File: src/rtl/fdrp_pkg.sv
// ----------------------------------------------------------------------------
// fdrp_pkg
// Shared sizes, codes and types for the FIFO with duplicate-run purge.
// ----------------------------------------------------------------------------
package fdrp_pkg;

  // Queue geometry.
  localparam int DEPTH = 16;
  localparam int WIDTH = 32;
  localparam int AW    = $clog2(DEPTH);
  localparam int CW    = $clog2(DEPTH + 1);

  // Request action codes.
  localparam logic [1:0] ACT_PUT   = 2'd0;
  localparam logic [1:0] ACT_GET   = 2'd1;
  localparam logic [1:0] ACT_PURGE = 2'd2;

  // Result status codes.
  localparam logic [1:0] STATUS_OK    = 2'd0;
  localparam logic [1:0] STATUS_EMPTY = 2'd1;
  localparam logic [1:0] STATUS_FULL  = 2'd2;

  // One result of a request.
  typedef struct packed {
    logic [1:0]       status;
    logic [CW-1:0]    count;
    logic [WIDTH-1:0] dropped;
  } res_t;

endpackage

File: src/rtl/fdrp_ram.sv
// ----------------------------------------------------------------------------
// fdrp_ram
// Generic simple dual-port RAM: one write port, one read port with the read
// data registered.
// ----------------------------------------------------------------------------
module fdrp_ram #(
  parameter int WIDTH = 32,
  parameter int DEPTH = 16
) (
  input  logic                     clk_i,
  input  logic                     we_i,
  input  logic [$clog2(DEPTH)-1:0] waddr_i,
  input  logic [WIDTH-1:0]         wdata_i,
  input  logic [$clog2(DEPTH)-1:0] raddr_i,
  output logic [WIDTH-1:0]         rdata_o
);

  logic [WIDTH-1:0] mem_q [DEPTH];
  logic [WIDTH-1:0] rdata_q;

  // Write port and registered read port.
  always_ff @(posedge clk_i) begin
    if (we_i) begin
      mem_q[waddr_i] <= wdata_i;
    end
    rdata_q <= mem_q[raddr_i];
  end

  assign rdata_o = rdata_q;

endmodule

File: src/rtl/fifo_with_duplicate_run_purge_top.sv
// ----------------------------------------------------------------------------
// fifo_with_duplicate_run_purge_top
// Bounded FIFO in a circular RAM with put, get and a purge that collapses runs
// of equal adjacent entries, compacting the queue in place.
// ----------------------------------------------------------------------------
// Sequence: put, unused codes, a get of an empty queue and a purge of at most
// one entry resolve in the accept cycle; a get reads the head from the RAM and
// returns it from ST_GET; a purge walks the stored entries through the single
// RAM read port in ST_PURGE. One request at a time; new ones enter in ST_IDLE.
// A result register and a one-entry holding register let the next request in
// while a result waits. Reset empties the queue; RAM contents are not cleared.
module fifo_with_duplicate_run_purge_top (
  input  logic                           clk_i,
  input  logic                           rst_ni,
  input  logic                           in_valid_i,
  output logic                           in_stall_o,
  input  logic [1:0]                     action_i,
  input  logic signed [31:0]             value_i,
  output logic                           out_valid_o,
  input  logic                           out_stall_i,
  output logic [1:0]                     status_o,
  output logic [fdrp_pkg::CW-1:0]        entry_count_o,
  output logic signed [31:0]             dropped_value_o
);

  import fdrp_pkg::*;

  localparam int SW = AW + 1;

  // Controller states.
  localparam logic [1:0] ST_IDLE  = 2'd0;
  localparam logic [1:0] ST_GET   = 2'd1;
  localparam logic [1:0] ST_PURGE = 2'd2;

  logic [1:0]       state_q, state_d;
  logic [AW-1:0]    head_q, head_d;
  logic [CW-1:0]    count_q, count_d;
  logic [CW-1:0]    rd_idx_q, rd_idx_d;
  logic [CW-1:0]    kept_q, kept_d;
  logic             dv_q, dv_d;
  logic             first_q, first_d;
  logic [WIDTH-1:0] last_q, last_d;
  logic             out_valid_q, out_valid_d;
  res_t             out_q, out_d;
  logic             pend_valid_q, pend_valid_d;
  res_t             pend_q, pend_d;

  logic             in_ok;
  logic             out_free;
  logic             done;
  logic             issue;
  res_t             res;
  logic             ram_we;
  logic [AW-1:0]    ram_waddr;
  logic [WIDTH-1:0] ram_wdata;
  logic [AW-1:0]    ram_raddr;
  logic [WIDTH-1:0] ram_rdata;

  // Physical slot of a logical queue position, wrapping around the RAM.
  function automatic logic [AW-1:0] slot(input logic [AW-1:0] head,
                                         input logic [CW-1:0] pos);
    logic [SW-1:0] sum;
    sum = {1'b0, head} + SW'(pos);
    if (sum >= SW'(DEPTH)) begin
      sum = sum - SW'(DEPTH);
    end
    return sum[AW-1:0];
  endfunction

  fdrp_ram #(
    .WIDTH (WIDTH),
    .DEPTH (DEPTH)
  ) u_ram (
    .clk_i   (clk_i),
    .we_i    (ram_we),
    .waddr_i (ram_waddr),
    .wdata_i (ram_wdata),
    .raddr_i (ram_raddr),
    .rdata_o (ram_rdata)
  );

  // A request enters only when idle and the holding register is empty.
  assign in_stall_o = (state_q != ST_IDLE) || pend_valid_q;
  assign in_ok      = in_valid_i && !in_stall_o;
  assign issue      = rd_idx_q < count_q;

  // Request processing and the purge walk.
  always_comb begin
    state_d     = state_q;
    head_d      = head_q;
    count_d     = count_q;
    rd_idx_d    = rd_idx_q;
    kept_d      = kept_q;
    dv_d        = 1'b0;
    first_d     = first_q;
    last_d      = last_q;
    done        = 1'b0;
    ram_we      = 1'b0;
    ram_waddr   = '0;
    ram_wdata   = '0;
    ram_raddr   = head_q;
    res.status  = STATUS_OK;
    res.dropped = '0;
    case (state_q)
      ST_IDLE: begin
        if (in_ok) begin
          case (action_i)
            ACT_PUT: begin
              done = 1'b1;
              if (count_q == CW'(DEPTH)) begin
                res.status = STATUS_FULL;
              end else begin
                ram_we    = 1'b1;
                ram_waddr = slot(head_q, count_q);
                ram_wdata = value_i[WIDTH-1:0];
                count_d   = count_q + CW'(1);
              end
            end
            ACT_GET: begin
              if (count_q == '0) begin
                done       = 1'b1;
                res.status = STATUS_EMPTY;
              end else begin
                head_d  = slot(head_q, CW'(1));
                count_d = count_q - CW'(1);
                state_d = ST_GET;
              end
            end
            ACT_PURGE: begin
              if (count_q > CW'(1)) begin
                rd_idx_d = CW'(1);
                kept_d   = CW'(1);
                dv_d     = 1'b1;
                first_d  = 1'b1;
                state_d  = ST_PURGE;
              end else begin
                done = 1'b1;
              end
            end
            default: begin
              done = 1'b1;
            end
          endcase
        end
      end
      ST_GET: begin
        done        = 1'b1;
        res.dropped = ram_rdata;
        state_d     = ST_IDLE;
      end
      ST_PURGE: begin
        // Stream reads ahead; writes land at or behind the current read.
        if (issue) begin
          ram_raddr = slot(head_q, rd_idx_q);
          rd_idx_d  = rd_idx_q + CW'(1);
        end
        dv_d = issue;
        if (dv_q) begin
          if (first_q) begin
            first_d = 1'b0;
            last_d  = ram_rdata;
          end else if (ram_rdata != last_q) begin
            ram_we    = 1'b1;
            ram_waddr = slot(head_q, kept_q);
            ram_wdata = ram_rdata;
            kept_d    = kept_q + CW'(1);
            last_d    = ram_rdata;
          end
        end else if (!issue) begin
          count_d = kept_q;
          done    = 1'b1;
          state_d = ST_IDLE;
        end
      end
      default: begin
        state_d = ST_IDLE;
      end
    endcase
    res.count = count_d;
  end

  // Result register with a one-entry holding register behind it.
  assign out_free = !out_valid_q || !out_stall_i;

  always_comb begin
    out_valid_d  = out_valid_q;
    out_d        = out_q;
    pend_valid_d = pend_valid_q;
    pend_d       = pend_q;
    if (out_free) begin
      if (pend_valid_q) begin
        out_valid_d  = 1'b1;
        out_d        = pend_q;
        pend_valid_d = 1'b0;
      end else if (done) begin
        out_valid_d = 1'b1;
        out_d       = res;
      end else begin
        out_valid_d = 1'b0;
      end
    end else if (done) begin
      pend_valid_d = 1'b1;
      pend_d       = res;
    end
  end

  // Control registers.
  always_ff @(posedge clk_i or negedge rst_ni) begin
    if (!rst_ni) begin
      state_q      <= ST_IDLE;
      head_q       <= '0;
      count_q      <= '0;
      rd_idx_q     <= '0;
      kept_q       <= '0;
      dv_q         <= 1'b0;
      first_q      <= 1'b0;
      out_valid_q  <= 1'b0;
      pend_valid_q <= 1'b0;
    end else begin
      state_q      <= state_d;
      head_q       <= head_d;
      count_q      <= count_d;
      rd_idx_q     <= rd_idx_d;
      kept_q       <= kept_d;
      dv_q         <= dv_d;
      first_q      <= first_d;
      out_valid_q  <= out_valid_d;
      pend_valid_q <= pend_valid_d;
    end
  end

  // Payload registers.
  always_ff @(posedge clk_i) begin
    last_q <= last_d;
    out_q  <= out_d;
    pend_q <= pend_d;
  end

  assign out_valid_o     = out_valid_q;
  assign status_o        = out_q.status;
  assign entry_count_o   = out_q.count;
  assign dropped_value_o = out_q.dropped;

endmodule
File: config.mk
export PLATFORM = sky130hd
export DESIGN_NAME = fifo_with_duplicate_run_purge_top
export DESIGN_NICKNAME = d
export VERILOG_FILES = /design/src/rtl/fdrp_pkg.sv /design/src/rtl/fdrp_ram.sv /design/src/rtl/fifo_with_duplicate_run_purge_top.sv
export SDC_FILE = /design/constraint.sdc
export NUM_CORES = 1
export LEC_CHECK = 0
export ABC_AREA = 0
export BUFFER_PORTS_ARGS = -buffer_cell sky130_fd_sc_hd__buf_2
export CELL_PAD_IN_SITES_DETAIL_PLACEMENT = 0
export CELL_PAD_IN_SITES_GLOBAL_PLACEMENT = 1
export CORE_UTILIZATION = 40
export DETAILED_ROUTE_END_ITERATION = 6
export PLACE_DENSITY = 0.69
export SYNTH_ARGS = -nofsm -noshare
export SYNTH_HDL_FRONTEND = slang
export SYNTH_SLANG_ARGS = --single-unit
File: constraint.sdc
create_clock -name clk_i -period 5 [get_ports clk_i]
set_input_delay 1.25 -clock clk_i [delete_from_list [all_inputs] [get_ports clk_i]]
set_output_delay 1.25 -clock clk_i [all_outputs]
set_load 0.1 [all_outputs]
==> After elaboration in Yosys (flattened, before gate mapping) <==
Memories as Yosys holds them, arrays and structs flattened. A register that Yosys moved wholly into a read port is not among the register bits.
Cells that the tools add are included.
{ "classes": {"bitwise_logic": 2, "n_mux": 82, "n_reduce_logical": 22, "order_cmp": 6, "n_eq_ne": 18, "addsub": 12} }
{ "op_table": {"columns": ["cell", "count"], "rows": [
  ["$mux W32", 9],
  ["$mux W39", 2],
  ["$pmux W32 S2", 1],
  ["$mux W5", 12],
  ["$mux W4", 12],
  ["$pmux W5 S2", 4],
  ["$ne A32 B32 Y1", 1],
  ["$mux W1", 25],
  ["$ge A5 B5 Y1 const B", 4],
  ["$mux W2", 8],
  ["$ne A2 B2 Y1 const B", 8],
  ["$sub A4 B1 Y4 const B", 4],
  ["$add A4 B5 Y5", 3],
  ["$add A5 B1 Y5 const B", 3],
  ["$pmux W2 S2", 3],
  ["$reduce_and A5 Y1", 2],
  ["$reduce_bool A2 Y1", 5],
  ["$pmux W1 S2", 4],
  ["$pmux W4 S2", 1],
  ["$reduce_and A7 Y1", 1],
  ["$ne A3 B3 Y1 const B", 2],
  ["$reduce_and A6 Y1", 1],
  ["$add A4 B1 Y5 const B", 1],
  ["$eq A5 B5 Y1 const B", 1],
  ["17 further kinds", 25]
]} }
{ "totals": {"wordCells": 159, "out_inout_bits": 41, "memories": 1, "mem_bits_rw": 512, "register_bits": 135, "in_bits": 38} }
{ "memory_table": {"columns": ["name", "depth", "word_bits", "rd", "rd_ports_with_merged_regs", "wr", "line_no", "source"], "rows": [
  ["u_ram.mem_q", 16, 32, 1, 1, 1, "fdrp_ram.sv:18", "logic [WIDTH-1:0] mem_q [DEPTH];"]
]} }

==> Depth between registers and ports, before layout <==
{ "logic_depth": {"word_depth": 8, "ltp_mapped": 13, "mapped_depth_nobuf": 9} }

==> Modules after synthesis <==
Synthesis repeated with hierarchy kept, for this count alone.
{ "hier_totals": {"hier_cells": 1369, "area_unflattened_um2": 26678.1} }
{ "modules_own_cells": {"columns": ["mod", "cells_each", "seq_area_each_um2", "n_inst", "area_per_inst_um2"], "rows": [
  ["fdrp_ram", 838, 16015.4, 1, 19854.0],
  ["fifo_with_duplicate_run_purge_top", 531, 3928.8, 1, 6824.0]
]} }

==> Worst setup path after synthesis <==
Ideal clock, no wire load.
{ "synth_path": {"path_kind": "input to register", "start": "input action_i[0]", "end": "memory u_ram.mem_q[0][0] (enable)", "path_stages": 8, "path_slack_ns": 0.023, "arrival_ns": 4.516, "setup_ns": 0.461, "n_path_buf": 1, "required_time_ns": 4.539, "path_cell_list": "inv_1 -> ha_1 -> buf_1 -> nand2_1 -> nor2_1 -> a22o_1 -> nand3b_1 -> nor3_1"} }
{ "synth_via": {"elab_chain_cells": 6, "word_cells_on_any_way": 9, "classes_between": "8 x mux; 1 x reduce/logical"} }
{ "synth_lines": {"columns": ["element", "line_no", "source"], "rows": [
  ["start, declared", "fifo_with_duplicate_run_purge_top.sv:17", "input logic [1:0] action_i,"],
  ["$logic_not A2 Y1 *", "fifo_with_duplicate_run_purge_top.sv:107", "case (action_i)"],
  ["$mux W1", "fifo_with_duplicate_run_purge_top.sv:107", null],
  ["$mux W1", "fifo_with_duplicate_run_purge_top.sv:106", "if (in_ok) begin"],
  ["$pmux W1 S2", "fifo_with_duplicate_run_purge_top.sv:104", "case (state_q)"],
  ["$mux W1", "fdrp_ram.sv:23", "if (we_i) begin"],
  ["$mux W1 (implied by the code)", "fdrp_ram.sv:24", "mem_q[waddr_i] <= wdata_i;"],
  ["end, declared", "fdrp_ram.sv:18", null]
]} }
Mark *: on every way between the ends. The rest lies on a longest branch, timed or not.

==> Final worst setup path <==
{ "layout_path": {"start": "register count_q[1]", "end": "register u_ram.rdata_q[21], in the netlist u_ram.rdata_o[21], read port of u_ram.mem_q"} }
{ "layout_via": {"elab_chain_cells": 3} }
{ "layout_lines": {"columns": ["element", "line_no", "source"], "rows": [
  ["start, declared", "fifo_with_duplicate_run_purge_top.sv:37", "logic [CW-1:0] count_q, count_d;"],
  ["start signal, assigned", "fifo_with_duplicate_run_purge_top.sv:222", "count_q <= count_d;"],
  ["$lt A5 B5 Y1", "fifo_with_duplicate_run_purge_top.sv:85", "assign issue = rd_idx_q < count_q;"],
  ["$mux W4", "fifo_with_duplicate_run_purge_top.sv:153", "if (issue) begin"],
  ["$mux W4", "fifo_with_duplicate_run_purge_top.sv:104", null],
  ["end, declared", "fdrp_ram.sv:19", "logic [WIDTH-1:0] rdata_q;"]
]} }
No other way between the ends.
A chain may end at the register's enable or synchronous reset.

==> results.md <==
- Final Hold Vio Count: 0
- Headroom to the max-slew limit: 0.223
- Global-route wire length before repair: 108 mm
- Layout Skew: 0.0218 ns
- Core area: 0.0704 sq mm
- Top FF cell, synth: edfxtp_1
- Hold Path End: status_o[1]
- CTS Buffer Depth: 3
- Wirelength per Cell: 24.1 um
- Worst endpoint data arrival time: 4.64 ns
- Antenna violations before repair: 2
- Synth cell types: 67
- Post-Route WL: 71.5 mm
- Routability cong.: 0.827
- Hold_buf cts: 0
- Vias after detailed routing: 16.8k
- Vias in the first global route: 16.5k
- Max cap viols: 0
- Total GRT Usage: 0.196
- Antenna diodes: 0
- Filler cells: 6099
- CP cell instances: inv_1 > ha_1 > nand2_1 > o21ai_2 > o21ai_4 > a21boi_4 > buf_12 > buf_4 > mux2_2 > o211ai_1 > nand4_1
- RSZ-0062 raised after global routing: no
- Seq cells post-synth: 679
- Initial Utilization: 0.406
- Layout cells sized above 1: 0.221
- Place WS: 0.735 ns
- Die height: 269 um
- Area delta synth->final: 14.6%
- Post-DP HPWL: 42.4 mm
- Synth warn: 0
- PortBufs: 78
- Clk_lat worst skew: 0.61 ns
- CTS Buf Count: 71
- DR DRC count: 11
- Setup TNS: 0 ns
- Min-Delay Startpoint: pend_q[38]
- Final min period: 4.28 ns
- Reg-to-reg slack, setup: 0.72 ns
- Top-count cell post-synth: edfxtp_1
- Synth Instances: 1882
- Post-synth top cells: edfxtp_1 (622), o211ai_1 (387), mux2_2 (149)
- Sequential share of the synthesized area: 0.697
- Post-synth top area cell: edfxtp_1
- Final Slew Violations: 0
- DRT antenna net count: 0
- Fin util: 0.466
- Average size of a mapped cell: 15.2 sq um
- Crit path largest cell delay: 0.84 ns
- Crit Path Max Fanout: 17
- CTS clk-pin slew, worst paths: 0.06 ns
- CTS Sinks: 679
- Die W: 269 um
- CTS root buf: clkbuf_16
- Row cnt: 97
- Largest net degree at the start of global routing: 111
- Top cells by area, synth: edfxtp_1 (65%), o211ai_1 (10%), mux2_2 (5.9%), dfxtp_1 (2.2%), dfrtp_1 (2.2%)
- Final nets: 2032
- Max Clk Rate: 234 MHz
- Crit end category: flop
- Required @ worst endpoint: 5.36 ns
- Worst r2r src: count_q[1]
- Syn nets: 1946
- Startpoint types: flop
- CTS H-tree depth: 3
- Worst-margin pin slew: 1.16 ns
- Full die area: 0.0726 sq mm
- Status: finished with violations
- Final setup fails: 0
- PostCTS Resize Cnt: 0
- Synth top area share: 0.653
- Hold depth: 1
- Period utilization: 0.855
- Crit Path Class: flop to flop
- Post-synth ARST share: 0.0368
- Reg2reg path depth: 11
- Postcts setup bufs: 0
- Hold/Removal Path Class: flop to flop
- EDFF count, synth: 622
- Failing checks: DRC
- Setup WS post-layout: 0.723 ns
- CP max stage cell: a21boi_4
- Worst Setup SP: count_q[1]
- 1st-pass router iterations: 7
- Starting DRC count in detailed routing: 1803
- Mean number of vias per cell: 5.67
- Grt ovf: 0
- Netlist Area Pre-Place: 0.0286 sq mm
- I/O pin count: 79
- CTS tree: done
- RR Endpoint: u_ram.rdata_o[21]
per-layer routing:
layer	track usage	wire, um
met1	0.287	32700
met2	0.306	33300
met3	0.0296	4270
met4	0.0495	1110
met5	0	0
worst max-delay path: cells and delay by family (launching register included):
kind	cells	cell delay (ns)
AO/OA/AOI/OAI	4	1.62
buffers and inverters	3	0.69
flip-flops	1	0.56
AND/OR/NAND/NOR	2	0.43
multiplexers	1	0.36
adder cells (fa/ha/maj)	1	0.34
cell type report:
type                       instances  area, sq um  area share
clock buffer                      90         1940      0.0591
tap                              940         1180      0.0359
timing repair buffer             149         1050      0.0320
multi-input combinational        919         7630       0.233
clock inverter                    40          494      0.0151
inverter                         148          561      0.0171
sequential                       679        19900       0.608
cells in the final DEF, fill, tap and decap left out, types with 22 or more instances in the layout:
cell and instances:
dfrtp_1 25, and2_1 33, edfxtp_1 622, inv_1 147, o211ai_1 387, clkbuf_16 72
dfxtp_1 32, ha_1 23, mux2_2 149, nor2_1 22, nand2_1 25, nand4_1 45
xnor2_1 39, a22o_1 37, buf_4 61, buf_2 78
how the worst max path moves through the flow:
stage,to,slack [ns],depth (start not counted)
detailed placement,u_ram.mem_q[1][22],0.73,8
CTS,u_ram.mem_q[1][24],0.68,8
global placement,u_ram.mem_q[1][20],0.68,8
floorplan,u_ram.mem_q[0][0],0.02,8
global route,u_ram.rdata_o[21],0.58,11
finish,u_ram.rdata_o[21],0.72,11
through the flow:
step                hold slack, ns  std cells  area, sq um
floorplan                    0.465       1882        28600
global placement             0.482       2835        30400
detailed placement           0.510       2835        30400
CTS                          0.522       2965        32800
global route                 0.532       2965        32800
finish                       0.519       2965        32800
cell families (layout without fill, tap and decap cells):
logic type / Yosys count / in the layout / share of synthesized area
flops: 679 / 679 / 0.697
buf+inv: 284 / 427 / 0.0436
mux: 165 / 165 / 0.0649
xor+xnor: 49 / 49 / 0.0150
simple gates: 186 / 186 / 0.0363
compound gates: 493 / 493 / 0.131
fa+ha+maj: 26 / 26 / 0.0122
state kept, by name, indices dropped and copies added, names as in the netlist, 2 cells and up:
register,count
count_q,5
dropped_value_o,32
entry_count_o,5
head_q,4
kept_q,5
last_q,32
pend_q,39
rd_idx_q,5
state_q,2
status_o,2
u_ram.mem_q,512
u_ram.rdata_o,32
Power is not shown: default switching activity piles up to over one toggle a cycle in this logic, so the estimate is an artifact.
